File: config.mk
export PLATFORM = sky130hd
export DESIGN_NAME = double_ended_queue_core
export DESIGN_NICKNAME = d
export VERILOG_FILES = /design/src/rtl/dq_pkg.sv /design/src/rtl/dq_ctrl.sv /design/src/rtl/dq_datapath.sv /design/src/rtl/double_ended_queue_core.sv
export SDC_FILE = /design/constraint.sdc
export NUM_CORES = 1
export LEC_CHECK = 0
export ABC_AREA = 1
export BUFFER_PORTS_ARGS = -buffer_cell sky130_fd_sc_hd__buf_2
export CORE_AREA = 3 3 264 266
export DETAILED_ROUTE_END_ITERATION = 16
export DIE_AREA = 0 0 267 269
export HOLD_SLACK_MARGIN = 0.15
export PLACE_DENSITY = 0.66
export SETUP_SLACK_MARGIN = 0.05
export SKIP_LAST_GASP = 1
export SYNTH_ARGS = -nofsm -noshare
export SYNTH_HDL_FRONTEND = slang
export SYNTH_SLANG_ARGS = --single-unit
export TNS_END_PERCENT = 30
File: constraint.sdc
create_clock -name clk -period 7.42 [get_ports clk]
set_input_delay 0.742 -clock clk [delete_from_list [all_inputs] [get_ports clk]]
set_output_delay 0.742 -clock clk [all_outputs]
set_load 0.02 [all_outputs]
File: src/rtl/dq_pkg.sv
package dq_pkg;

    localparam int WORD_BITS = 32;
    localparam int FUNC_W    = 3;
    localparam int OCC_W     = 5;

    localparam logic [FUNC_W-1:0] FN_PUSH_FRONT = 3'd0;
    localparam logic [FUNC_W-1:0] FN_PUSH_BACK  = 3'd1;
    localparam logic [FUNC_W-1:0] FN_POP_FRONT  = 3'd2;
    localparam logic [FUNC_W-1:0] FN_POP_BACK   = 3'd3;
    localparam logic [FUNC_W-1:0] FN_DUMP       = 3'd4;

    typedef enum logic [1:0] {
        STAT_OK    = 2'd0,
        STAT_EMPTY = 2'd1,
        STAT_FULL  = 2'd2
    } status_t;

    typedef struct packed {
        logic [FUNC_W-1:0]           func;
        logic signed [WORD_BITS-1:0] push_value;
    } req_t;

    typedef struct packed {
        logic signed [WORD_BITS-1:0] out_value;
        status_t                     status;
        logic [OCC_W-1:0]            occupancy;
        logic                        last;
    } rsp_t;

    typedef enum logic [1:0] {
        ST_IDLE,
        ST_EXEC,
        ST_RESP
    } state_t;

    // controller -> datapath
    typedef struct packed {
        logic load;
        logic exec;
        logic commit;
        logic dump_next;
    } dq_cmd_t;

    // datapath -> controller
    typedef struct packed {
        logic out_free;
        logic last;
    } dq_stat_t;

endpackage

File: src/rtl/dq_ctrl.sv
module dq_ctrl (
    input  logic              clk,
    input  logic              rst_n,
    input  logic              req_valid,
    output logic              req_stall,
    input  dq_pkg::dq_stat_t  stat,
    output dq_pkg::dq_cmd_t   cmd
);

    dq_pkg::state_t state_reg;
    dq_pkg::state_t state_next;

    always_ff @(posedge clk or negedge rst_n)
    begin
        if (!rst_n)
        begin
            state_reg <= dq_pkg::ST_IDLE;
        end
        else
        begin
            state_reg <= state_next;
        end
    end

    always_comb
    begin
        state_next = state_reg;
        cmd        = '0;
        req_stall  = 1'b1;
        unique case (state_reg)
            dq_pkg::ST_IDLE:
            begin
                req_stall = 1'b0;
                if (req_valid)
                begin
                    cmd.load   = 1'b1;
                    state_next = dq_pkg::ST_EXEC;
                end
            end
            dq_pkg::ST_EXEC:
            begin
                cmd.exec   = 1'b1;
                state_next = dq_pkg::ST_RESP;
            end
            dq_pkg::ST_RESP:
            begin
                // wait for the output register to drain before committing
                if (stat.out_free)
                begin
                    cmd.commit = 1'b1;
                    if (stat.last)
                    begin
                        state_next = dq_pkg::ST_IDLE;
                    end
                    else
                    begin
                        cmd.dump_next = 1'b1;
                        state_next    = dq_pkg::ST_EXEC;
                    end
                end
            end
            default:
            begin
                state_next = dq_pkg::ST_IDLE;
            end
        endcase
    end

    a_resp_progress: assert property (@(posedge clk) disable iff (!rst_n)
        (state_reg == dq_pkg::ST_RESP && stat.out_free && !stat.last)
            |=> state_reg == dq_pkg::ST_EXEC)
        else $error("dump did not continue");

    a_exec_one_cycle: assert property (@(posedge clk) disable iff (!rst_n)
        (state_reg == dq_pkg::ST_EXEC) |=> state_reg == dq_pkg::ST_RESP)
        else $error("exec state held");

endmodule

File: src/rtl/dq_datapath.sv
module dq_datapath #(
    parameter int CAPACITY = 16
) (
    input  logic              clk,
    input  logic              rst_n,
    input  dq_pkg::req_t      req,
    input  dq_pkg::dq_cmd_t   cmd,
    output dq_pkg::dq_stat_t  stat,
    output logic              rsp_valid,
    input  logic              rsp_stall,
    output dq_pkg::rsp_t      rsp
);

    localparam int IW = (CAPACITY > 1) ? $clog2(CAPACITY) : 1;
    localparam int CW = $clog2(CAPACITY + 1);

    logic [dq_pkg::WORD_BITS-1:0] mem [CAPACITY];

    logic [dq_pkg::FUNC_W-1:0]    op_reg;
    logic [dq_pkg::WORD_BITS-1:0] val_reg;
    logic [IW-1:0]                front_reg;
    logic [IW-1:0]                front_next;
    logic [CW-1:0]                count_reg;
    logic [CW-1:0]                count_next;
    logic [CW-1:0]                idx_reg;
    logic [dq_pkg::WORD_BITS-1:0] rd_data_reg;
    logic                         out_valid_reg;
    dq_pkg::rsp_t                 out_reg;
    dq_pkg::rsp_t                 out_next;

    logic          full;
    logic          empty;
    logic          is_push;
    logic          is_pop;
    logic          push_ok;
    logic          pop_ok;
    logic          dump_ok;
    logic          mem_we;
    logic [IW-1:0] addr;
    logic [IW-1:0] front_dec;
    logic [IW-1:0] front_inc;

    function automatic logic [IW-1:0] ring_add(logic [IW-1:0] a, logic [CW-1:0] b);
        logic [CW:0] s;
        s = (CW+1)'(a) + (CW+1)'(b);
        if (s >= (CW+1)'(CAPACITY))
        begin
            s = s - (CW+1)'(CAPACITY);
        end
        return s[IW-1:0];
    endfunction

    assign full    = (count_reg == CW'(CAPACITY));
    assign empty   = (count_reg == '0);
    assign is_push = (op_reg == dq_pkg::FN_PUSH_FRONT) || (op_reg == dq_pkg::FN_PUSH_BACK);
    assign is_pop  = (op_reg == dq_pkg::FN_POP_FRONT) || (op_reg == dq_pkg::FN_POP_BACK);
    assign push_ok = is_push && !full;
    assign pop_ok  = is_pop && !empty;
    assign dump_ok = (op_reg == dq_pkg::FN_DUMP) && !empty;

    assign front_dec = (front_reg == '0) ? IW'(CAPACITY - 1) : front_reg - IW'(1);
    assign front_inc = ring_add(front_reg, CW'(1));

    always_comb
    begin
        case (op_reg)
            dq_pkg::FN_PUSH_FRONT: addr = front_dec;
            dq_pkg::FN_PUSH_BACK:  addr = ring_add(front_reg, count_reg);
            dq_pkg::FN_POP_BACK:   addr = ring_add(front_reg, count_reg - CW'(1));
            dq_pkg::FN_DUMP:       addr = ring_add(front_reg, idx_reg);
            default:               addr = front_reg;
        endcase
    end

    assign mem_we = cmd.exec && push_ok;

    always_ff @(posedge clk)
    begin
        if (mem_we)
        begin
            mem[addr] <= val_reg;
        end
        if (cmd.exec)
        begin
            rd_data_reg <= mem[addr];
        end
    end

    always_comb
    begin
        front_next = front_reg;
        count_next = count_reg;
        if (push_ok)
        begin
            count_next = count_reg + CW'(1);
            if (op_reg == dq_pkg::FN_PUSH_FRONT)
            begin
                front_next = front_dec;
            end
        end
        else if (pop_ok)
        begin
            count_next = count_reg - CW'(1);
            if (op_reg == dq_pkg::FN_POP_FRONT)
            begin
                front_next = front_inc;
            end
        end
    end

    assign stat.last     = !dump_ok || (CW'(idx_reg + CW'(1)) == count_reg);
    assign stat.out_free = !out_valid_reg || !rsp_stall;

    always_comb
    begin
        out_next.out_value = (pop_ok || dump_ok) ? rd_data_reg : '0;
        out_next.occupancy = dq_pkg::OCC_W'(count_next);
        out_next.last      = stat.last;
        if (is_push && full)
        begin
            out_next.status = dq_pkg::STAT_FULL;
        end
        else if ((is_pop || op_reg == dq_pkg::FN_DUMP) && empty)
        begin
            out_next.status = dq_pkg::STAT_EMPTY;
        end
        else
        begin
            out_next.status = dq_pkg::STAT_OK;
        end
    end

    always_ff @(posedge clk)
    begin
        if (cmd.load)
        begin
            op_reg  <= req.func;
            val_reg <= req.push_value;
        end
        if (cmd.commit)
        begin
            out_reg <= out_next;
        end
    end

    always_ff @(posedge clk or negedge rst_n)
    begin
        if (!rst_n)
        begin
            front_reg     <= '0;
            count_reg     <= '0;
            idx_reg       <= '0;
            out_valid_reg <= 1'b0;
        end
        else
        begin
            if (cmd.load)
            begin
                idx_reg <= '0;
            end
            else if (cmd.dump_next)
            begin
                idx_reg <= idx_reg + CW'(1);
            end
            if (cmd.commit)
            begin
                front_reg     <= front_next;
                count_reg     <= count_next;
                out_valid_reg <= 1'b1;
            end
            else if (!rsp_stall)
            begin
                out_valid_reg <= 1'b0;
            end
        end
    end

    assign rsp_valid = out_valid_reg;
    assign rsp       = out_reg;

    a_count_bound: assert property (@(posedge clk) disable iff (!rst_n)
        count_reg <= CW'(CAPACITY))
        else $error("entry count above capacity");

    a_front_bound: assert property (@(posedge clk) disable iff (!rst_n)
        (CW+1)'(front_reg) < (CW+1)'(CAPACITY))
        else $error("front index out of range");

    a_no_overwrite: assert property (@(posedge clk) disable iff (!rst_n)
        cmd.commit |-> !(out_valid_reg && rsp_stall))
        else $error("pending result overwritten");

    a_dump_index: assert property (@(posedge clk) disable iff (!rst_n)
        (cmd.exec && dump_ok) |-> idx_reg < count_reg)
        else $error("dump index past last entry");

endmodule

File: src/rtl/double_ended_queue_core.sv
// Deque of signed words in a ring of CAPACITY slots (front index plus entry count).
// Push or pop: accept, slot read/write, result commit; the next item is accepted only after the commit.
// Dump of n entries: one accept, then a slot read and a result commit for each entry in turn.
// A new item is taken while the previous result still waits in the output register.
// Reset clears front index, entry count, state and output valid; slot contents are not cleared.
module double_ended_queue_core #(
    parameter int CAPACITY = 16
) (
    input  logic          clk,
    input  logic          rst_n,
    input  logic          req_valid,
    output logic          req_stall,
    input  dq_pkg::req_t  req,
    output logic          rsp_valid,
    input  logic          rsp_stall,
    output dq_pkg::rsp_t  rsp
);

    dq_pkg::dq_cmd_t  cmd;
    dq_pkg::dq_stat_t stat;

    dq_ctrl u_ctrl (
        .clk       (clk),
        .rst_n     (rst_n),
        .req_valid (req_valid),
        .req_stall (req_stall),
        .stat      (stat),
        .cmd       (cmd)
    );

    dq_datapath #(
        .CAPACITY (CAPACITY)
    ) u_datapath (
        .clk       (clk),
        .rst_n     (rst_n),
        .req       (req),
        .cmd       (cmd),
        .stat      (stat),
        .rsp_valid (rsp_valid),
        .rsp_stall (rsp_stall),
        .rsp       (rsp)
    );

endmodule
==> results of run 1 <==
==> synth_stat cells, types with 2 or more instances <==
cell type / number
a21oi_1: 6
buf_1: 3
buf_2: 76
buf_4: 22
buf_6: 2
clkbuf_1: 35
dfrtp_1: 17
edfxtp_1: 619
ha_1: 9
inv_1: 71
inv_2: 3
nand2_1: 1249
nand2_2: 4
nand3_1: 275
nand4_1: 4
nor2_1: 64
nor2_4: 2
nor3_1: 3
o211ai_1: 2
o21ai_0: 21
o21ai_1: 3
o221ai_1: 2
or2_2: 2
xnor2_1: 5
xor2_1: 8
==> per-stage QoR <==
step                      instances  instance area [um^2]
after floorplan                2517                 26910
after global placement         3350                 28050
after detailed placement       3350                 28050
after CTS                      3472                 30230
after global routing           3472                 30230
final                          3472                 30230
==> cells in the final DEF (no fill, tap or decap), types with 3 or more instances in the layout <==
master	n
a21oi_1	5
buf_2	80
buf_4	17
bufinv_16	5
clkbuf_1	10
clkbuf_16	68
clkinv_1	14
clkinv_2	10
clkinv_4	3
clkinvlp_4	4
dfrtp_1	17
edfxtp_1	619
ha_1	9
inv_1	69
inv_2	4
inv_4	3
nand2_1	1249
nand3_1	275
nand4_1	4
nor2_1	45
nor2_4	21
nor3_1	3
o21ai_0	21
xnor2_1	5
xor2_1	8
==> worst max path at each step <==
stage	slack, ns	depth (start not counted)	start	end
after floorplan	3.07	17	u_datapath.op_reg[2]	u_datapath.mem[12][0]
after global routing	1.99	16	u_datapath.op_reg[2]	u_datapath.mem[6][19]
after global placement	2.41	15	u_datapath.op_reg[2]	u_datapath.mem[7][5]
after detailed placement	2.33	15	u_datapath.op_reg[2]	u_datapath.mem[7][5]
after CTS	2.31	15	u_datapath.op_reg[2]	u_datapath.mem[7][20]
final	2.32	15	u_datapath.op_reg[2]	u_datapath.mem[7][11]
==> metal layers <==
layer,vias to the layer above,track usage
li1,8454,-
met1,8584,0.2429
met2,617,0.2919
met3,114,0.03723
met4,2,0.05839
met5,-,0
==> area by class of cell <==
cell class                 count  area (um^2)  share of cell area
tap                          873         1092             0.03614
clock buffer                  78         1739             0.05754
sequential                   636        19010              0.6291
inverter                      75        286.5            0.009480
clock inverter                43        426.7             0.01412
multi-input combinational   1668         7109              0.2352
timing repair buffer          99        558.0             0.01846
==> power by group through the flow <==
stage	sequential (mW)	combinational, mW	clock (mW)
3_3_place_gp	4.81	4.19	0
4_1_cts	4.76	4.24	3.37
3_5_place_dp	4.83	4.20	0
2_1_floorplan	4.77	3.04	0
5_1_grt	4.79	4.78	3.52
6_report	4.75	4.22	3.30
==> logic make-up (layout without fill, tap and decap cells) <==
kind of cell / Yosys count / count (layout) / share of synthesized area
fa+ha+maj: 10 / 10 / 0.004929
simple gates: 1606 / 1606 / 0.2390
compound gates: 39 / 39 / 0.008277
xor+xnor: 13 / 13 / 0.004231
buf+inv: 213 / 295 / 0.03696
flops: 636 / 636 / 0.7066
==> repair_timing <==
item | CTS | global route
endpoints found under the setup margin | 0 | 0
endpoints found under the hold margin | 17 | 0
hold buffers | 1 | 0
==> impl_metrics.ini, run 1 <==
[detailed_routing]
num_vias = 17770
drt_wl_total_um = 64390
firstDrtPassIters = 5
drc = 0
drt_iter0_markers = 1735
wl_met3_um = 4433
viasPerCell = 5.118
top_layer = met5
wl_met2_um = 30430
detail-route-antenna-nets = 0
met1_length_um = 27840
wl_per_cell_um = 18.54

[die]
rows = 95
die_area_um2 = 71820
die_y_um = 269
start_util = 0.4000
core_um2 = 67280
num_io_pins = 81
die_width_um = 267

[clock_tree]
htreeDepth = 3
post-cts-setup-buffers = 0
cts-root-buf = clkbuf_16
cts-resized-gates = 0
cts_sinks = 636
clockBufferDepth = 3
cts_tree = yes
cts_buffers = 67
path_clk_slew_ns = 0.06
clk_latency_ns = 0.62

[grt]
grt_max_degree = 213
first_global_vias = 17190
grt_pass1_wl_um = 99820
antenna_found_initial = 2
grt_use_total = 0.1795
overflow = 0

[synth]
avgSynthCellArea_um2 = 10.69
synth_area_leaders = edfxtp_1 69%, nand2_1 17%, nand3_1 5.1%
yosysWarnings = 0
synth_cell_type_count = 35
synth_area_leader_cell = edfxtp_1
synth_top_cell_area_share = 0.6908
synthArstFlopShare = 0.02673
syn_area_um2 = 26910
yosys_most_used_dff = edfxtp_1
synth_seq_cells = 636
synth_edf_count = 619
synthCells = 2517
synth-seq-area-share = 0.7066
synth_fp_nets = 2566

[worst_setup_path]
cpPeakStageDelay_ns = 1.09
crit_arrival_ns = 5.31
worst-r2r-cell-count = 15
r2r-start = u_datapath.op_reg[2]
end_kind = flip-flop
cp-start-kind = flip-flop
crit_buf_inv = 4
timing.rr.end = u_datapath.mem[7][11]
crit_path_frequent_cell = nand2_1
worstSetupPathType = flip-flop to flip-flop
crit_family = simple AND/OR/NAND/NOR gates
slowest_stage = nor2_4
worstPathCellList = nor2_2 > nand2_2 > nand2_1 > o221ai_1 > ha_1 > inv_1 > fa_1 > inv_1 > nand2_1 > nand2_1 > o21ai_4 > buf_4 > inv_4 > nand4_1 > nor2_4
required_ns = 7.64
r2r_slack_ns = 2.32
path_max_fanout = 62

[pwr]
intPower_mw = 7.464
cellPowerDensity_nw_per_um2 = 406.0
ir_drop_mv = 0.3261
finalPower_mw = 12.27
combPwrFrac = 0.344
p_sw_mw = 4.808
clkPwrFrac = 0.269
p_seq_frac = 0.387
leakage_nw = 12.33
power_switching_share = 0.3918

[timing]
setup_violations = 0
slew_viol_final = 0
grt_setup_unrepaired = no
worstMarginPinSlew_ns = 1.313
max_slew_margin = 0.1230
tns_ns = 0
worst_slack_ns = 2.325
worst_hold_slack_ns = 0.2950
final.setup_skew_ns = 0.03109
timing.fmax_mhz = 196.3
min_period_ns = 5.095
fin_crit_sh = 0.6867
final-hold-violation-count = 0

[placement]
numPortBuffers = 80
post-place-ws_ns = 2.329
gp_congestion = 0.8436
hpwlAfterDp_um = 34970

[cells_and_area]
regMostFlops = u_datapath.mem
area.growth.synth_to_final_pct = 12.32
drive_gt1_frac = 0.09003
diodes = 0
largest_register_ffs = 512
fill_cells = 6092
post-route-util = 0.4493
num-nets-final = 2596

[worst_hold_path]
hold_end = u_datapath.val_reg[31]
whs_path_depth = 1
hp-class = input port to flip-flop
hp-start = req[31]

[status]
status = completed

[run]
maxCapViolations = 0
Power figures use the tool's default switching activity.
==> run 2: changes to the inputs <==
==> constraint.sdc (replaced) <==
create_clock -name clk -period 5.3 [get_ports clk]
set_input_delay 0.53 -clock clk [delete_from_list [all_inputs] [get_ports clk]]
set_output_delay 0.53 -clock clk [all_outputs]
set_load 0.02 [all_outputs]
==> impl_metrics.ini, run 2 (synthesis results as in run 1) <==
[cells_and_area]
layout.cells.most_common = nand2_1
drive_gt1_frac = 0.09570
regMostFlops = u_datapath.mem
register_area_um2 = 19010
multi_input_area_um2 = 7109
diodes = 0
num-nets-final = 2650
post-route-util = 0.4585
largest_register_ffs = 512
final_cell_mix = 1249 x nand2_1, 619 x edfxtp_1, 275 x nand3_1
stdcell_area_um2 = 30840
area.growth.synth_to_final_pct = 14.62
fill_cells = 6074

[worst_setup_path]
slowest_stage = edfxtp_1
required_ns = 5.54
cpPeakStageDelay_ns = 0.53
cp-start-kind = flip-flop
r2r-start = u_datapath.op_reg[2]
crit_path_frequent_cell = nand2_1
end_kind = flip-flop
path_max_fanout = 32
worstPathCellList = nor2_2 > nand2_2 > nand2_1 > inv_1 > nand2_1 > o221ai_1 > ha_1 > a21oi_1 > nand2_1 > xor2_1 > nand3_1 > nand3_1 > nand2_1 > nand2_1 > nand2_1 > nor2_4 > buf_4
crit_start = u_datapath.op_reg[2]
worstSetupPathType = flip-flop to flip-flop
crit_arrival_ns = 4.53

[pwr]
finalPower_mw = 17.28
cellPowerDensity_nw_per_um2 = 560.1
power_switching_share = 0.3867
leakage_nw = 12.61
combPwrFrac = 0.345
ir_drop_mv = 0.9080
p_seq_frac = 0.384
clkPwrFrac = 0.271
p_sw_mw = 6.681
intPower_mw = 10.59

[detailed_routing]
num_vias = 18230
drt_wl_total_um = 64960
drc = 0
firstDrtPassIters = 6
wl_per_cell_um = 18.42
drt_iter0_markers = 1819
viasPerCell = 5.168
detail-route-antenna-nets = 0

[status]
status = completed

[timing]
final.setup_skew_ns = 0.02738
final-hold-violation-count = 0
min_period_ns = 4.288
slew_viol_final = 0
setup_violations = 0
fin_crit_sh = 0.8091
worstMarginPinSlew_ns = 1.279
max_slew_margin = 0.1453
grt_setup_unrepaired = no
timing.fmax_mhz = 233.2
tns_ns = 0

[clock_tree]
clk_latency_ns = 0.61
cts-resized-gates = 0
clockBufferDepth = 3
post-cts-setup-buffers = 0
cts_buffers = 67
path_clk_slew_ns = 0.06
cts-root-buf = clkbuf_16
cts_tree = yes
htreeDepth = 3
hold_buffers = 36
cts_sinks = 636

[die]
die_area_um2 = 71820
core_um2 = 67280
start_util = 0.4000
die_y_um = 269
die_width_um = 267
rows = 95
num_io_pins = 81

[grt]
first_global_vias = 18240
grt_max_degree = 214
overflow = 0
antenna_found_initial = 0
grt_pass1_wl_um = 101100
grt_use_total = 0.1821

[placement]
dpl_cell_area_um2 = 28280
hpwlAfterDp_um = 35340
numPortBuffers = 80
gp_congestion = 0.8281

[worst_hold_path]
hp-class = input port to flip-flop
hp-start = rsp_stall

[run]
maxCapViolations = 0
-- run 2: cell types whose count changed in the layout (fill, tap and decap cells not counted), sizes merged --
cell         delta
clkinvlp        +2
bufinv          +1
buf            +19
clkinv          -5
clkbuf          +3
dlygate4sd3    +35
-- run 2: layout make-up --
cell class | count | area share
inverter | 75 | 0.009290
clock buffer | 81 | 0.05813
multi-input combinational | 1668 | 0.2305
tap | 873 | 0.03541
clock inverter | 41 | 0.01331
sequential | 636 | 0.6164
timing repair buffer | 153 | 0.03692
-- run 2: worst paths after layout --
path / slack [ns] / depth (start not counted) / to
worst max-delay path: 1.01 / 17 / u_datapath.mem[7][8]
worst min-delay path: 0.21 / 3 / u_datapath.rsp_valid
worst max register to register: 1.01 / 17 / u_datapath.mem[7][8]
worst min register to register: 0.55 / 2 / u_datapath.rsp[21]
max in group asynchronous: 4.61 / 2 / u_datapath.count_reg[1]
min in group asynchronous: 0.40 / 2 / u_datapath.count_reg[0]
-- run 2: per-stage QoR --
stage	worst slack, ns	std cells	hold WS, ns
5_1_grt	0.6792	3527	0.1975
3_3_place_gp	1.157	3369	0.4770
2_1_floorplan	0.9470	2517	0.2344
6_report	1.012	3527	0.2072
3_5_place_dp	1.083	3369	0.4835
4_1_cts	1.065	3527	0.1772
-- run 2: worst max-delay path: cells and delay by family (launching register included) --
family,cells,cell delay [ns]
xor+xnor,1,0.20
compound gates,2,0.29
buf+inv,2,0.54
simple gates,11,1.99
fa+ha+maj,1,0.34
flops,1,0.53
-- run 2: metal layers --
layer,GRT usage,share of wire
met3,0.03285,0.070
met1,0.2435,0.43
met4,0.05750,0.026
met2,0.3041,0.47
met5,0,0
-- run 2: power by group through the flow --
stage / combinational [mW] / sequential, mW / clock (mW)
final: 5.96 / 6.63 / 4.68
after global routing: 6.74 / 6.68 / 4.98
after CTS: 5.97 / 6.63 / 4.77
after detailed placement: 5.90 / 6.73 / 0
after global placement: 5.83 / 6.72 / 0
after floorplan: 4.26 / 6.67 / 0
